### config.mk
export PLATFORM = sky130hd
export DESIGN_NAME = deadline_ordered_alarm_queue
export DESIGN_NICKNAME = d
export VERILOG_FILES = /design/src/rtl/doaq_pkg.sv /design/src/rtl/doaq_cell.sv /design/src/rtl/deadline_ordered_alarm_queue.sv
export SDC_FILE = /design/constraint.sdc
export NUM_CORES = 2
export LEC_CHECK = 0
export BUFFER_PORTS_ARGS = -buffer_cell sky130_fd_sc_hd__clkbuf_2
export CAP_MARGIN = 10
export CELL_PAD_IN_SITES_DETAIL_PLACEMENT = 1
export CELL_PAD_IN_SITES_GLOBAL_PLACEMENT = 1
export CORE_MARGIN = 1
export CORE_UTILIZATION = 50
export CTS_CLUSTER_SIZE = 25
export DETAILED_ROUTE_END_ITERATION = 16
export PLACE_DENSITY_LB_ADDON = 0.1
export SETUP_SLACK_MARGIN = 0.02
export SYNTH_ARGS = -nofsm -noshare
export SYNTH_HDL_FRONTEND = slang
export SYNTH_HIERARCHICAL = 1
export SYNTH_SLANG_ARGS = --single-unit
### constraint.sdc
create_clock -name clock -period 11.1 [get_ports clock]
set_clock_uncertainty 0.2 [all_clocks]
set_input_delay 1.11 -clock clock [delete_from_list [all_inputs] [get_ports clock]]
set_output_delay 1.11 -clock clock [all_outputs]
set_load 0.1 [all_outputs]
### src/rtl/doaq_pkg.sv
package doaq_pkg;

   // Default sizes of the queue.
   localparam int NUM_ALARMS_DEFAULT = 16;
   localparam int TIME_BITS_DEFAULT = 48;

   // Fixed field widths of the request and response.
   localparam int OP_W = 2;
   localparam int SLOT_W = 4;
   localparam int DELAY_W = 32;
   localparam int THRESH_W = 20;
   localparam int MODE_W = 2;

   // Reset value of the wake lock threshold in milliseconds.
   localparam logic [THRESH_W-1:0] THRESH_RESET = 20'd3000;

   // Largest remaining delay that the response can report.
   localparam logic [63:0] DELAY_MAX = 64'h0000_0000_FFFF_FFFF;

   // Request operation codes.
   localparam logic [OP_W-1:0] OP_SET = 2'd0;
   localparam logic [OP_W-1:0] OP_CANCEL = 2'd1;
   localparam logic [OP_W-1:0] OP_TICK = 2'd2;

   // Response kinds.
   localparam logic KIND_STATUS = 1'b0;
   localparam logic KIND_FIRED = 1'b1;

   // Wake modes.
   localparam logic [MODE_W-1:0] MODE_NONE = 2'd0;
   localparam logic [MODE_W-1:0] MODE_LOCK = 2'd1;
   localparam logic [MODE_W-1:0] MODE_ALARM = 2'd2;

   // Sequencer states.
   typedef enum logic [2:0] {
      ST_IDLE,
      ST_DROP,
      ST_INSERT,
      ST_FIRE,
      ST_STATUS
   } state_type;

   // Command broadcast from the sequencer to every cell of the list.
   typedef struct packed {
      logic              drop;
      logic              compact;
      logic              pop;
      logic [SLOT_W-1:0] drop_slot;
   } cell_cmd_type;

endpackage

### src/rtl/doaq_cell.sv
module doaq_cell #(
   parameter int TIME_BITS = doaq_pkg::TIME_BITS_DEFAULT
) (
   input  logic                        clock,
   input  logic                        reset,
   input  doaq_pkg::cell_cmd_type      cmd,
   input  logic                        tok_in_valid,
   input  logic [doaq_pkg::SLOT_W-1:0] tok_in_slot,
   input  logic [TIME_BITS-1:0]        tok_in_dl,
   input  logic                        left_hole,
   input  logic                        nb_valid,
   input  logic [doaq_pkg::SLOT_W-1:0] nb_slot,
   input  logic [TIME_BITS-1:0]        nb_dl,
   output logic                        ent_valid,
   output logic [doaq_pkg::SLOT_W-1:0] ent_slot,
   output logic [TIME_BITS-1:0]        ent_dl,
   output logic                        hole,
   output logic                        carry_busy,
   output logic                        tok_out_valid,
   output logic [doaq_pkg::SLOT_W-1:0] tok_out_slot,
   output logic [TIME_BITS-1:0]        tok_out_dl
);

   logic                        valid_ff, valid_in;
   logic [doaq_pkg::SLOT_W-1:0] slot_ff, slot_in;
   logic [TIME_BITS-1:0]        dl_ff, dl_in;
   logic                        hole_ff, hole_in;
   logic                        carry_valid_ff, carry_valid_in;
   logic [doaq_pkg::SLOT_W-1:0] carry_slot_ff, carry_slot_in;
   logic [TIME_BITS-1:0]        carry_dl_ff, carry_dl_in;

   // A token handed in from the left is registered here before it is processed.
   assign carry_valid_in = tok_in_valid;
   assign carry_slot_in = tok_in_slot;
   assign carry_dl_in = tok_in_dl;

   // Entry update: insertion token, drop mark, hole compaction or pop.
   always_comb begin
      valid_in = valid_ff;
      slot_in = slot_ff;
      dl_in = dl_ff;
      hole_in = hole_ff;
      tok_out_valid = 1'b0;
      tok_out_slot = carry_slot_ff;
      tok_out_dl = carry_dl_ff;
      priority if (carry_valid_ff) begin
         if (!valid_ff) begin
            // The token lands in the first free cell.
            valid_in = 1'b1;
            slot_in = carry_slot_ff;
            dl_in = carry_dl_ff;
         end else begin
            tok_out_valid = 1'b1;
            // A token goes ahead of entries with an equal or later deadline.
            if (carry_dl_ff <= dl_ff) begin
               slot_in = carry_slot_ff;
               dl_in = carry_dl_ff;
               tok_out_slot = slot_ff;
               tok_out_dl = dl_ff;
            end
         end
      end else if (cmd.drop) begin
         if (valid_ff && (slot_ff == cmd.drop_slot)) begin
            valid_in = 1'b0;
            hole_in = 1'b1;
         end
      end else if (cmd.compact) begin
         if (hole_ff) begin
            // The hole pulls in the right neighbor and moves one cell right.
            hole_in = 1'b0;
            if (nb_valid) begin
               valid_in = 1'b1;
               slot_in = nb_slot;
               dl_in = nb_dl;
            end
         end else if (left_hole && valid_ff) begin
            valid_in = 1'b0;
            hole_in = 1'b1;
         end
      end else if (cmd.pop) begin
         valid_in = nb_valid;
         slot_in = nb_slot;
         dl_in = nb_dl;
      end else begin
         hole_in = hole_ff;
      end
   end

   // Control bits take reset; slot numbers and deadlines do not.
   always_ff @(posedge clock) begin
      if (reset) begin
         valid_ff <= 1'b0;
         hole_ff <= 1'b0;
         carry_valid_ff <= 1'b0;
      end else begin
         valid_ff <= valid_in;
         hole_ff <= hole_in;
         carry_valid_ff <= carry_valid_in;
      end
   end

   always_ff @(posedge clock) begin
      slot_ff <= slot_in;
      dl_ff <= dl_in;
      carry_slot_ff <= carry_slot_in;
      carry_dl_ff <= carry_dl_in;
   end

   assign ent_valid = valid_ff;
   assign ent_slot = slot_ff;
   assign ent_dl = dl_ff;
   assign hole = hole_ff;
   assign carry_busy = carry_valid_ff;

endmodule

### src/rtl/deadline_ordered_alarm_queue.sv
// Set and cancel: a removal pass that drops the slot and closes the hole, then for a set an
// insertion pass that walks a token down the cell chain, then the status.
// Tick: each due alarm is popped in turn with a fired response, then the status.
// Results are registered before they appear; busy falls in the cycle the status shows.
// The receiver cannot stall.
// Synchronous reset empties the list, clears time and loads the threshold with 3000.
module deadline_ordered_alarm_queue #(
   parameter int NUM_ALARMS = doaq_pkg::NUM_ALARMS_DEFAULT,
   parameter int TIME_BITS = doaq_pkg::TIME_BITS_DEFAULT
) (
   input  logic                          clock,
   input  logic                          reset,
   input  logic                          start,
   output logic                          busy,
   input  logic [doaq_pkg::OP_W-1:0]     req_op,
   input  logic [doaq_pkg::SLOT_W-1:0]   req_alarm_slot,
   input  logic [doaq_pkg::DELAY_W-1:0]  req_delay_ms,
   input  logic                          csr_wr_en,
   input  logic [doaq_pkg::THRESH_W-1:0] csr_wr_data,
   output logic                          rsp_valid,
   output logic                          rsp_kind,
   output logic [doaq_pkg::SLOT_W-1:0]   rsp_slot_out,
   output logic [doaq_pkg::MODE_W-1:0]   rsp_wake_mode,
   output logic [doaq_pkg::DELAY_W-1:0]  rsp_next_delay_ms,
   output logic                          rsp_last
);

   doaq_pkg::state_type state_ff, state_in;

   logic [TIME_BITS-1:0]                time_ff, time_in;
   logic [doaq_pkg::THRESH_W-1:0]       thresh_ff, thresh_in;
   logic [doaq_pkg::SLOT_W-1:0]         new_slot_ff, new_slot_in;
   logic [TIME_BITS-1:0]                new_dl_ff, new_dl_in;
   logic                                new_set_ff, new_set_in;

   logic                                rsp_valid_ff, rsp_valid_in;
   logic                                rsp_kind_ff, rsp_kind_in;
   logic [doaq_pkg::SLOT_W-1:0]         rsp_slot_ff, rsp_slot_in;
   logic [doaq_pkg::MODE_W-1:0]         rsp_mode_ff, rsp_mode_in;
   logic [doaq_pkg::DELAY_W-1:0]        rsp_delay_ff, rsp_delay_in;
   logic                                rsp_last_ff, rsp_last_in;

   doaq_pkg::cell_cmd_type              cmd;
   logic                                inject;

   logic [NUM_ALARMS-1:0]               ent_valid_vec;
   logic [doaq_pkg::SLOT_W-1:0]         ent_slot [NUM_ALARMS];
   logic [TIME_BITS-1:0]                ent_dl [NUM_ALARMS];
   logic [NUM_ALARMS-1:0]               hole_vec;
   logic [NUM_ALARMS-1:0]               carry_vec;
   logic [NUM_ALARMS-1:0]               left_hole_vec;
   logic [NUM_ALARMS-1:0]               nb_valid_vec;
   logic [doaq_pkg::SLOT_W-1:0]         nb_slot [NUM_ALARMS];
   logic [TIME_BITS-1:0]                nb_dl [NUM_ALARMS];
   logic [NUM_ALARMS:0]                 tok_valid;
   logic [doaq_pkg::SLOT_W-1:0]         tok_slot [NUM_ALARMS+1];
   logic [TIME_BITS-1:0]                tok_dl [NUM_ALARMS+1];

   logic                                accept;
   logic                                in_range;
   logic                                drop_req;
   logic                                any_hole;
   logic                                any_carry;
   logic                                fire_due;
   logic [TIME_BITS:0]                  dl_sum;
   logic [TIME_BITS-1:0]                head_rem;
   logic                                head_sat;
   logic                                head_lock;

   // Request acceptance and decode.
   assign busy = (state_ff != doaq_pkg::ST_IDLE);
   assign accept = start && !busy;
   assign in_range = (int'(req_alarm_slot) < NUM_ALARMS);
   assign drop_req = ((req_op == doaq_pkg::OP_SET) || (req_op == doaq_pkg::OP_CANCEL))
                     && in_range;

   // List-wide status flags.
   assign any_hole = |hole_vec;
   assign any_carry = |carry_vec;
   assign fire_due = ent_valid_vec[0] && (ent_dl[0] <= time_ff);

   // New deadline, saturating at the largest time value.
   assign dl_sum = (TIME_BITS+1)'(time_ff) + (TIME_BITS+1)'(req_delay_ms);

   // Remaining delay of the list head.
   assign head_rem = (ent_dl[0] > time_ff) ? (ent_dl[0] - time_ff) : '0;
   assign head_sat = (head_rem > TIME_BITS'(doaq_pkg::DELAY_MAX));
   assign head_lock = (head_rem < TIME_BITS'(thresh_ff));

   // Neighbor wiring of the cell chain.
   assign left_hole_vec = {hole_vec[NUM_ALARMS-2:0], 1'b0};
   assign nb_valid_vec = {1'b0, ent_valid_vec[NUM_ALARMS-1:1]};

   // The insertion token enters at the head cell.
   assign tok_valid[0] = inject;
   assign tok_slot[0] = new_slot_ff;
   assign tok_dl[0] = new_dl_ff;

   for (genvar i = 0; i < NUM_ALARMS; i++) begin : g_cell
      if (i == NUM_ALARMS - 1) begin : g_tail
         assign nb_slot[i] = '0;
         assign nb_dl[i] = '0;
      end else begin : g_body
         assign nb_slot[i] = ent_slot[i+1];
         assign nb_dl[i] = ent_dl[i+1];
      end

      doaq_cell #(
         .TIME_BITS(TIME_BITS)
      ) u_cell (
         .clock        (clock),
         .reset        (reset),
         .cmd          (cmd),
         .tok_in_valid (tok_valid[i]),
         .tok_in_slot  (tok_slot[i]),
         .tok_in_dl    (tok_dl[i]),
         .left_hole    (left_hole_vec[i]),
         .nb_valid     (nb_valid_vec[i]),
         .nb_slot      (nb_slot[i]),
         .nb_dl        (nb_dl[i]),
         .ent_valid    (ent_valid_vec[i]),
         .ent_slot     (ent_slot[i]),
         .ent_dl       (ent_dl[i]),
         .hole         (hole_vec[i]),
         .carry_busy   (carry_vec[i]),
         .tok_out_valid(tok_valid[i+1]),
         .tok_out_slot (tok_slot[i+1]),
         .tok_out_dl   (tok_dl[i+1])
      );
   end

   // Next state of the sequencer.
   always_comb begin
      state_in = state_ff;
      unique case (state_ff)
         doaq_pkg::ST_IDLE: begin
            if (accept) begin
               priority if (drop_req) begin
                  state_in = doaq_pkg::ST_DROP;
               end else if (req_op == doaq_pkg::OP_TICK) begin
                  state_in = doaq_pkg::ST_FIRE;
               end else begin
                  state_in = doaq_pkg::ST_STATUS;
               end
            end
         end
         doaq_pkg::ST_DROP: begin
            if (!any_hole) begin
               state_in = new_set_ff ? doaq_pkg::ST_INSERT : doaq_pkg::ST_STATUS;
            end
         end
         doaq_pkg::ST_INSERT: begin
            if (!any_carry) begin
               state_in = doaq_pkg::ST_STATUS;
            end
         end
         doaq_pkg::ST_FIRE: begin
            if (!fire_due) begin
               state_in = doaq_pkg::ST_STATUS;
            end
         end
         doaq_pkg::ST_STATUS: begin
            state_in = doaq_pkg::ST_IDLE;
         end
         default: begin
            state_in = doaq_pkg::ST_IDLE;
         end
      endcase
   end

   // Cell commands and the next response.
   always_comb begin
      cmd = '0;
      cmd.drop_slot = req_alarm_slot;
      inject = 1'b0;
      rsp_valid_in = 1'b0;
      rsp_kind_in = doaq_pkg::KIND_STATUS;
      rsp_slot_in = ent_slot[0];
      rsp_mode_in = doaq_pkg::MODE_NONE;
      rsp_delay_in = '0;
      rsp_last_in = 1'b0;
      unique case (state_ff)
         doaq_pkg::ST_IDLE: begin
            cmd.drop = accept && drop_req;
         end
         doaq_pkg::ST_DROP: begin
            cmd.compact = 1'b1;
            inject = !any_hole && new_set_ff;
         end
         doaq_pkg::ST_INSERT: begin
            inject = 1'b0;
         end
         doaq_pkg::ST_FIRE: begin
            if (fire_due) begin
               cmd.pop = 1'b1;
               rsp_valid_in = 1'b1;
               rsp_kind_in = doaq_pkg::KIND_FIRED;
            end
         end
         doaq_pkg::ST_STATUS: begin
            rsp_valid_in = 1'b1;
            rsp_last_in = 1'b1;
            if (ent_valid_vec[0]) begin
               rsp_mode_in = head_lock ? doaq_pkg::MODE_LOCK : doaq_pkg::MODE_ALARM;
               rsp_delay_in = head_sat ? '1 : head_rem[doaq_pkg::DELAY_W-1:0];
            end else begin
               rsp_slot_in = '0;
            end
         end
         default: begin
            inject = 1'b0;
         end
      endcase
   end

   // Time counter, threshold register and the held request.
   always_comb begin
      time_in = time_ff;
      if (accept && (req_op == doaq_pkg::OP_TICK) && (time_ff != '1)) begin
         time_in = time_ff + 1'b1;
      end
      thresh_in = csr_wr_en ? csr_wr_data : thresh_ff;
      new_slot_in = accept ? req_alarm_slot : new_slot_ff;
      new_dl_in = new_dl_ff;
      new_set_in = new_set_ff;
      if (accept) begin
         new_dl_in = dl_sum[TIME_BITS] ? '1 : dl_sum[TIME_BITS-1:0];
         new_set_in = (req_op == doaq_pkg::OP_SET);
      end
   end

   always_ff @(posedge clock) begin
      if (reset) begin
         state_ff <= doaq_pkg::ST_IDLE;
         time_ff <= '0;
         thresh_ff <= doaq_pkg::THRESH_RESET;
         new_set_ff <= 1'b0;
         rsp_valid_ff <= 1'b0;
      end else begin
         state_ff <= state_in;
         time_ff <= time_in;
         thresh_ff <= thresh_in;
         new_set_ff <= new_set_in;
         rsp_valid_ff <= rsp_valid_in;
      end
   end

   always_ff @(posedge clock) begin
      new_slot_ff <= new_slot_in;
      new_dl_ff <= new_dl_in;
      rsp_kind_ff <= rsp_kind_in;
      rsp_slot_ff <= rsp_slot_in;
      rsp_mode_ff <= rsp_mode_in;
      rsp_delay_ff <= rsp_delay_in;
      rsp_last_ff <= rsp_last_in;
   end

   assign rsp_valid = rsp_valid_ff;
   assign rsp_kind = rsp_kind_ff;
   assign rsp_slot_out = rsp_slot_ff;
   assign rsp_wake_mode = rsp_mode_ff;
   assign rsp_next_delay_ms = rsp_delay_ff;
   assign rsp_last = rsp_last_ff;

`ifndef ASSERT_OFF
   // An insertion token never runs off the tail of a full list.
   a_no_token_loss: assert property (@(posedge clock) disable iff (reset)
      !tok_valid[NUM_ALARMS])
      else $error("insertion token dropped at list tail");

   // A removal leaves at most one hole in the list.
   a_single_hole: assert property (@(posedge clock) disable iff (reset)
      $onehot0(hole_vec))
      else $error("more than one hole in the list");

   // Between requests the list is a packed prefix with no token or hole in flight.
   a_idle_packed: assert property (@(posedge clock) disable iff (reset)
      (state_ff == doaq_pkg::ST_IDLE) |->
         (((ent_valid_vec & (ent_valid_vec + 1'b1)) == '0) && !any_hole && !any_carry))
      else $error("list not packed while idle");

   // The final response of a request coincides with readiness for the next one.
   a_last_frees: assert property (@(posedge clock) disable iff (reset)
      (rsp_valid && rsp_last) |-> !busy)
      else $error("busy still high at final response");
`endif

endmodule

Yosys cells after proc, flatten, opt, wreduce, memory -nomap -nowiden
Cells that the tools add are included.

$lt $le $gt $ge: 20. Mux-type cells: 580. Reduce and logical (&&, ||, !) cells: 144. Add/sub/neg operators: 3. Bitwise gates (word level): 17. Eq/ne operators: 154.

Operator list (number): $mux 48 (172); $le 48x48->1 (17); $mux 4 (173); $mux 1 (224); $ne 3x1->1 const B (46); $reduce_and 5->1 (15); $reduce_and 4->1 (18); $ne 5x1->1 const B (14); $ne 5x4->1 const B (14); $ne 2x1->1 const B (33); $eq 4x4->1 (16); $reduce_bool 4->1 (16); $add 48x32->49 (1); $add 48x1->48 const B (1); $gt 48x32->1 const B (1); $gt 48x48->1 (1); $lt 48x20->1 (1); $ne 3x3->1 const B (16); $ne 48x48->1 const B (1); $reduce_and 3->1 (16); $reduce_bool 3->1 (16); $sub 48x48->48 (1); $logic_and 1x1->1 (37); $mux 32 (1); other kinds (21) (67).

Register bits after elaboration: 1877. Output and inout port bits: 42. Logic and storage cells: 1042. Bits of input ports: 62.

Depth between registers and ports, before layout
Word-level depth: 8. Gate-level depth with buffers: 24. Mapped depth without buffers: 23.

Hierarchy
Netlist, hierarchy kept.

Modules (own cells, without submodules): doaq_cell (seq. area each 2662.6 um^2, cells each 791, times used 16, area an instance 6977.9 um^2); deadline_ordered_alarm_queue (seq. area each 3823.7 um^2, cells each 1445, times used 1, area an instance 11852.6 um^2).

Worst setup path before layout
Ideal clock, no wire load.

Kind: register -> register. From: reg state_ff[0]. To: reg g_cell[0].u_cell.dl_ff[0], enable pin. Arrival: 9.285 ns. Required time: 10.407 ns. Buffers on the path: 1. Clock period less this slack: 9.978 ns. Cell stages (with the launch flop): 7. Library setup time: 0.493 ns. Path slack: 1.122 ns. Path through: dfxtp_1 clkbuf_1 nor3b_1 nand3_1 a21oi_1 nor2_1 a31oi_1.

RTL lines: start: declaration (line deadline_ordered_alarm_queue.sv:28) `doaq_pkg::state_type state_ff, state_in;`; start signal: assignment (line deadline_ordered_alarm_queue.sv:234) `state_ff <= doaq_pkg::ST_IDLE;`; start signal: assignment (line deadline_ordered_alarm_queue.sv:240) `state_ff <= state_in;`; end signal: assignment (line doaq_cell.sv:104) `dl_ff <= dl_in;`; end: declaration (line doaq_cell.sv:26) `logic [TIME_BITS-1:0] dl_ff, dl_in;`.

==> flow_summary.toml <==
[die]
ios = 104
initial_core_util_pct = 50.4
rows = 180
die_area_um2 = 244000
die_w_um = 494
die_h_um = 494
core_um2 = 241000

[sta]
fin_crit_ns = 6.54
finalSetupTns_ns = 0
hold_ws_ns = 0.140
hold_viol = 0
relSlewSlack_pct = 17.9
drv_slew = 0
tightest_slew_ns = 1.20
setup_viol = 0
finalCritPeriodShare_pct = 58.9
rsz0062_at_grt = "false"
clock.fmax_ghz = 0.153

[detailed_routing]
drt_iter0_drc = 10700
drcViolationCount = 0
wl_um = 439000
drt_first_pass_iters = 6
ant_nets = 0
via_per_inst = 6.68
wl_per_cell_um = 26.5
num_vias = 111000

[setup_path]
cp_max_fo = 51
startpoint_type = "flip-flop"
path_buf_inv = 5
cp.arrival_ns = 6.88
critPathRequiredTime_ns = 11.44
endpoint_kind = "flip-flop"
worstSetupStartpoint = "g_cell[0].u_cell/ent_dl[0]"
criticalPathCategory = "flip-flop to flip-flop"
crit_path_frequent_cell = "buf_4"
r2r-start = "g_cell[0].u_cell/ent_dl[0]"
cp_slowest_cell = "a31oi_4"
worstPathCellList = "inv_1 -> ha_1 -> inv_1 -> fa_1 -> a211oi_2 -> o41ai_1 -> a21oi_2 -> o21bai_1 -> a221o_1 -> a21oi_1 -> a21oi_2 -> buf_4 -> nor3_2 -> buf_4 -> nand2b_1 -> a21oi_1 -> nor2_1 -> a31oi_4 -> buf_4"
path_delay_family = "compound AO/OA/AOI/OAI gates"
worst_path_largest_cell_delay_ns = 0.83

[global_routing]
grt_max_degree = 109
groute.usage.overall_pct = 34.8
grt_pass1_vias = 112000
grt-ovfl-total = 0
grt_pass1_wl_um = 672000
grt_antenna_before_repair = 19

[place]
gp_congestion = 0.916
io_buffers = 103
dp_hpwl_um = 302000
dp_cells = 16200

[clock_network]
clk_latency_ns = 0.91
hold_buffers = 0
cts_num_sinks = 1877
htreeDepth = 4
cts_setup_buffers = 0
cts_buffer_depth = 3
cts_tree = "built"
clk_pin_slew_worst_paths_ns = 0.06
cts_root_buf = "clkbuf_16"
cts_resized = 0
numCtsBuffers = 213

[run]
maxCapViolCount = 0

[power]
powerDensity_nw_per_um2 = 156
peakVddDrop_uv = 205
leakagePower_nw = 50.9

[synth]
synthCells = 13700
syn_area_per_cell_um2 = 8.86
syn_area_um2 = 121000
yosys_warnings = 6

[cells_and_area]
instances_no_fill = 16600
area_growth_syn_to_layout_pct = 7.54
utilization_pct = 54.2
fin_nets = 14100
drive_above_1_share_pct = 12.1

[min_path]
min_path_type = "flip-flop to flip-flop"
hp-start = "new_dl_ff[21]"

[run_status]
status = "finished clean"
## worst paths after layout
kind | to | slack [ns] | cells after the start
worst max-delay path | g_cell[11].u_cell/ent_dl[46] | 4.56 | 19
worst min-delay path | g_cell[0].u_cell/carry_dl_ff[21] | 0.14 | 0
worst max register to register | g_cell[11].u_cell/ent_dl[46] | 4.56 | 19
worst min register to register | g_cell[0].u_cell/carry_dl_ff[21] | 0.14 | 0
## per-layer routing
metal	vias to the layer above	share of wire, %	track usage, %
li1	50100	-	-
met1	56200	45	48.9
met2	3698	45	54.8
met3	756	6.1	4.06
met4	12	3.7	12.8
met5	-	0.018	0
## area by class of cell
cell class              instances  area, µm²
flip-flops and latches       1877      46400
repair buffers                288       1910
inverters                     936       3510
diodes                         10       25.0
fillers                     27400     110000
multi-input cells            9868      67300
well taps                    3185       3990
clock buffers                 303       6080
clock inverters               104       1140
## sequential cells by signal, indices dropped and copies added (netlist names)
signal                       flops
rsp_wake_mode                    2
time_ff                         48
state_ff                         3
rsp_last                         1
g_cell.u_cell/ent_valid         16
new_slot_ff                      4
g_cell.u_cell/ent_slot          64
rsp_next_delay_ms               32
g_cell.u_cell/ent_dl           768
g_cell.u_cell/carry_dl_ff      768
rsp_valid                        1
g_cell.u_cell/hole              16
thresh_ff                       20
new_dl_ff                       48
g_cell.u_cell/carry_slot_ff     64
rsp_kind                         1
rsp_slot_out                     4
g_cell.u_cell/carry_busy        16
new_set_ff                       1
## cells in the final DEF, fill, tap and decap left out, drive strengths merged, types with 56 or more instances in the layout
master / count
nand3: 888
a21oi: 432
clkbuf: 405
or4: 783
o21ai: 965
a31oi: 858
inv: 940
nor3: 77
dfxtp: 993
o211ai: 812
nor2: 227
nand4: 214
nand2: 1972
mux2: 834
clkinv: 76
ha: 868
nor4: 69
xnor2: 89
edfxtp: 884
xor2: 77
buf: 186
nand2b: 71
a21o: 144
conb: 56
## power by group
group / internal, mW / total, mW / switching (mW)
combinational: 1.57 / 3.96 / 2.38
clock: 4.24 / 7.40 / 3.16
sequential: 7.93 / 9.01 / 1.08
total: 13.7 / 20.4 / 6.62
## per-stage QoR
step | power (mW) | worst slack, ns | area [µm²]
global route | 21.2 | 4.27 | 130000
detailed placement | 13.0 | 4.75 | 123000
global placement | 12.6 | 4.73 | 123000
floorplan | 11.6 | 1.12 | 121000
finish | 20.4 | 4.56 | 130000
CTS | 20.4 | 4.67 | 130000
Power figures use the tool's default switching activity.
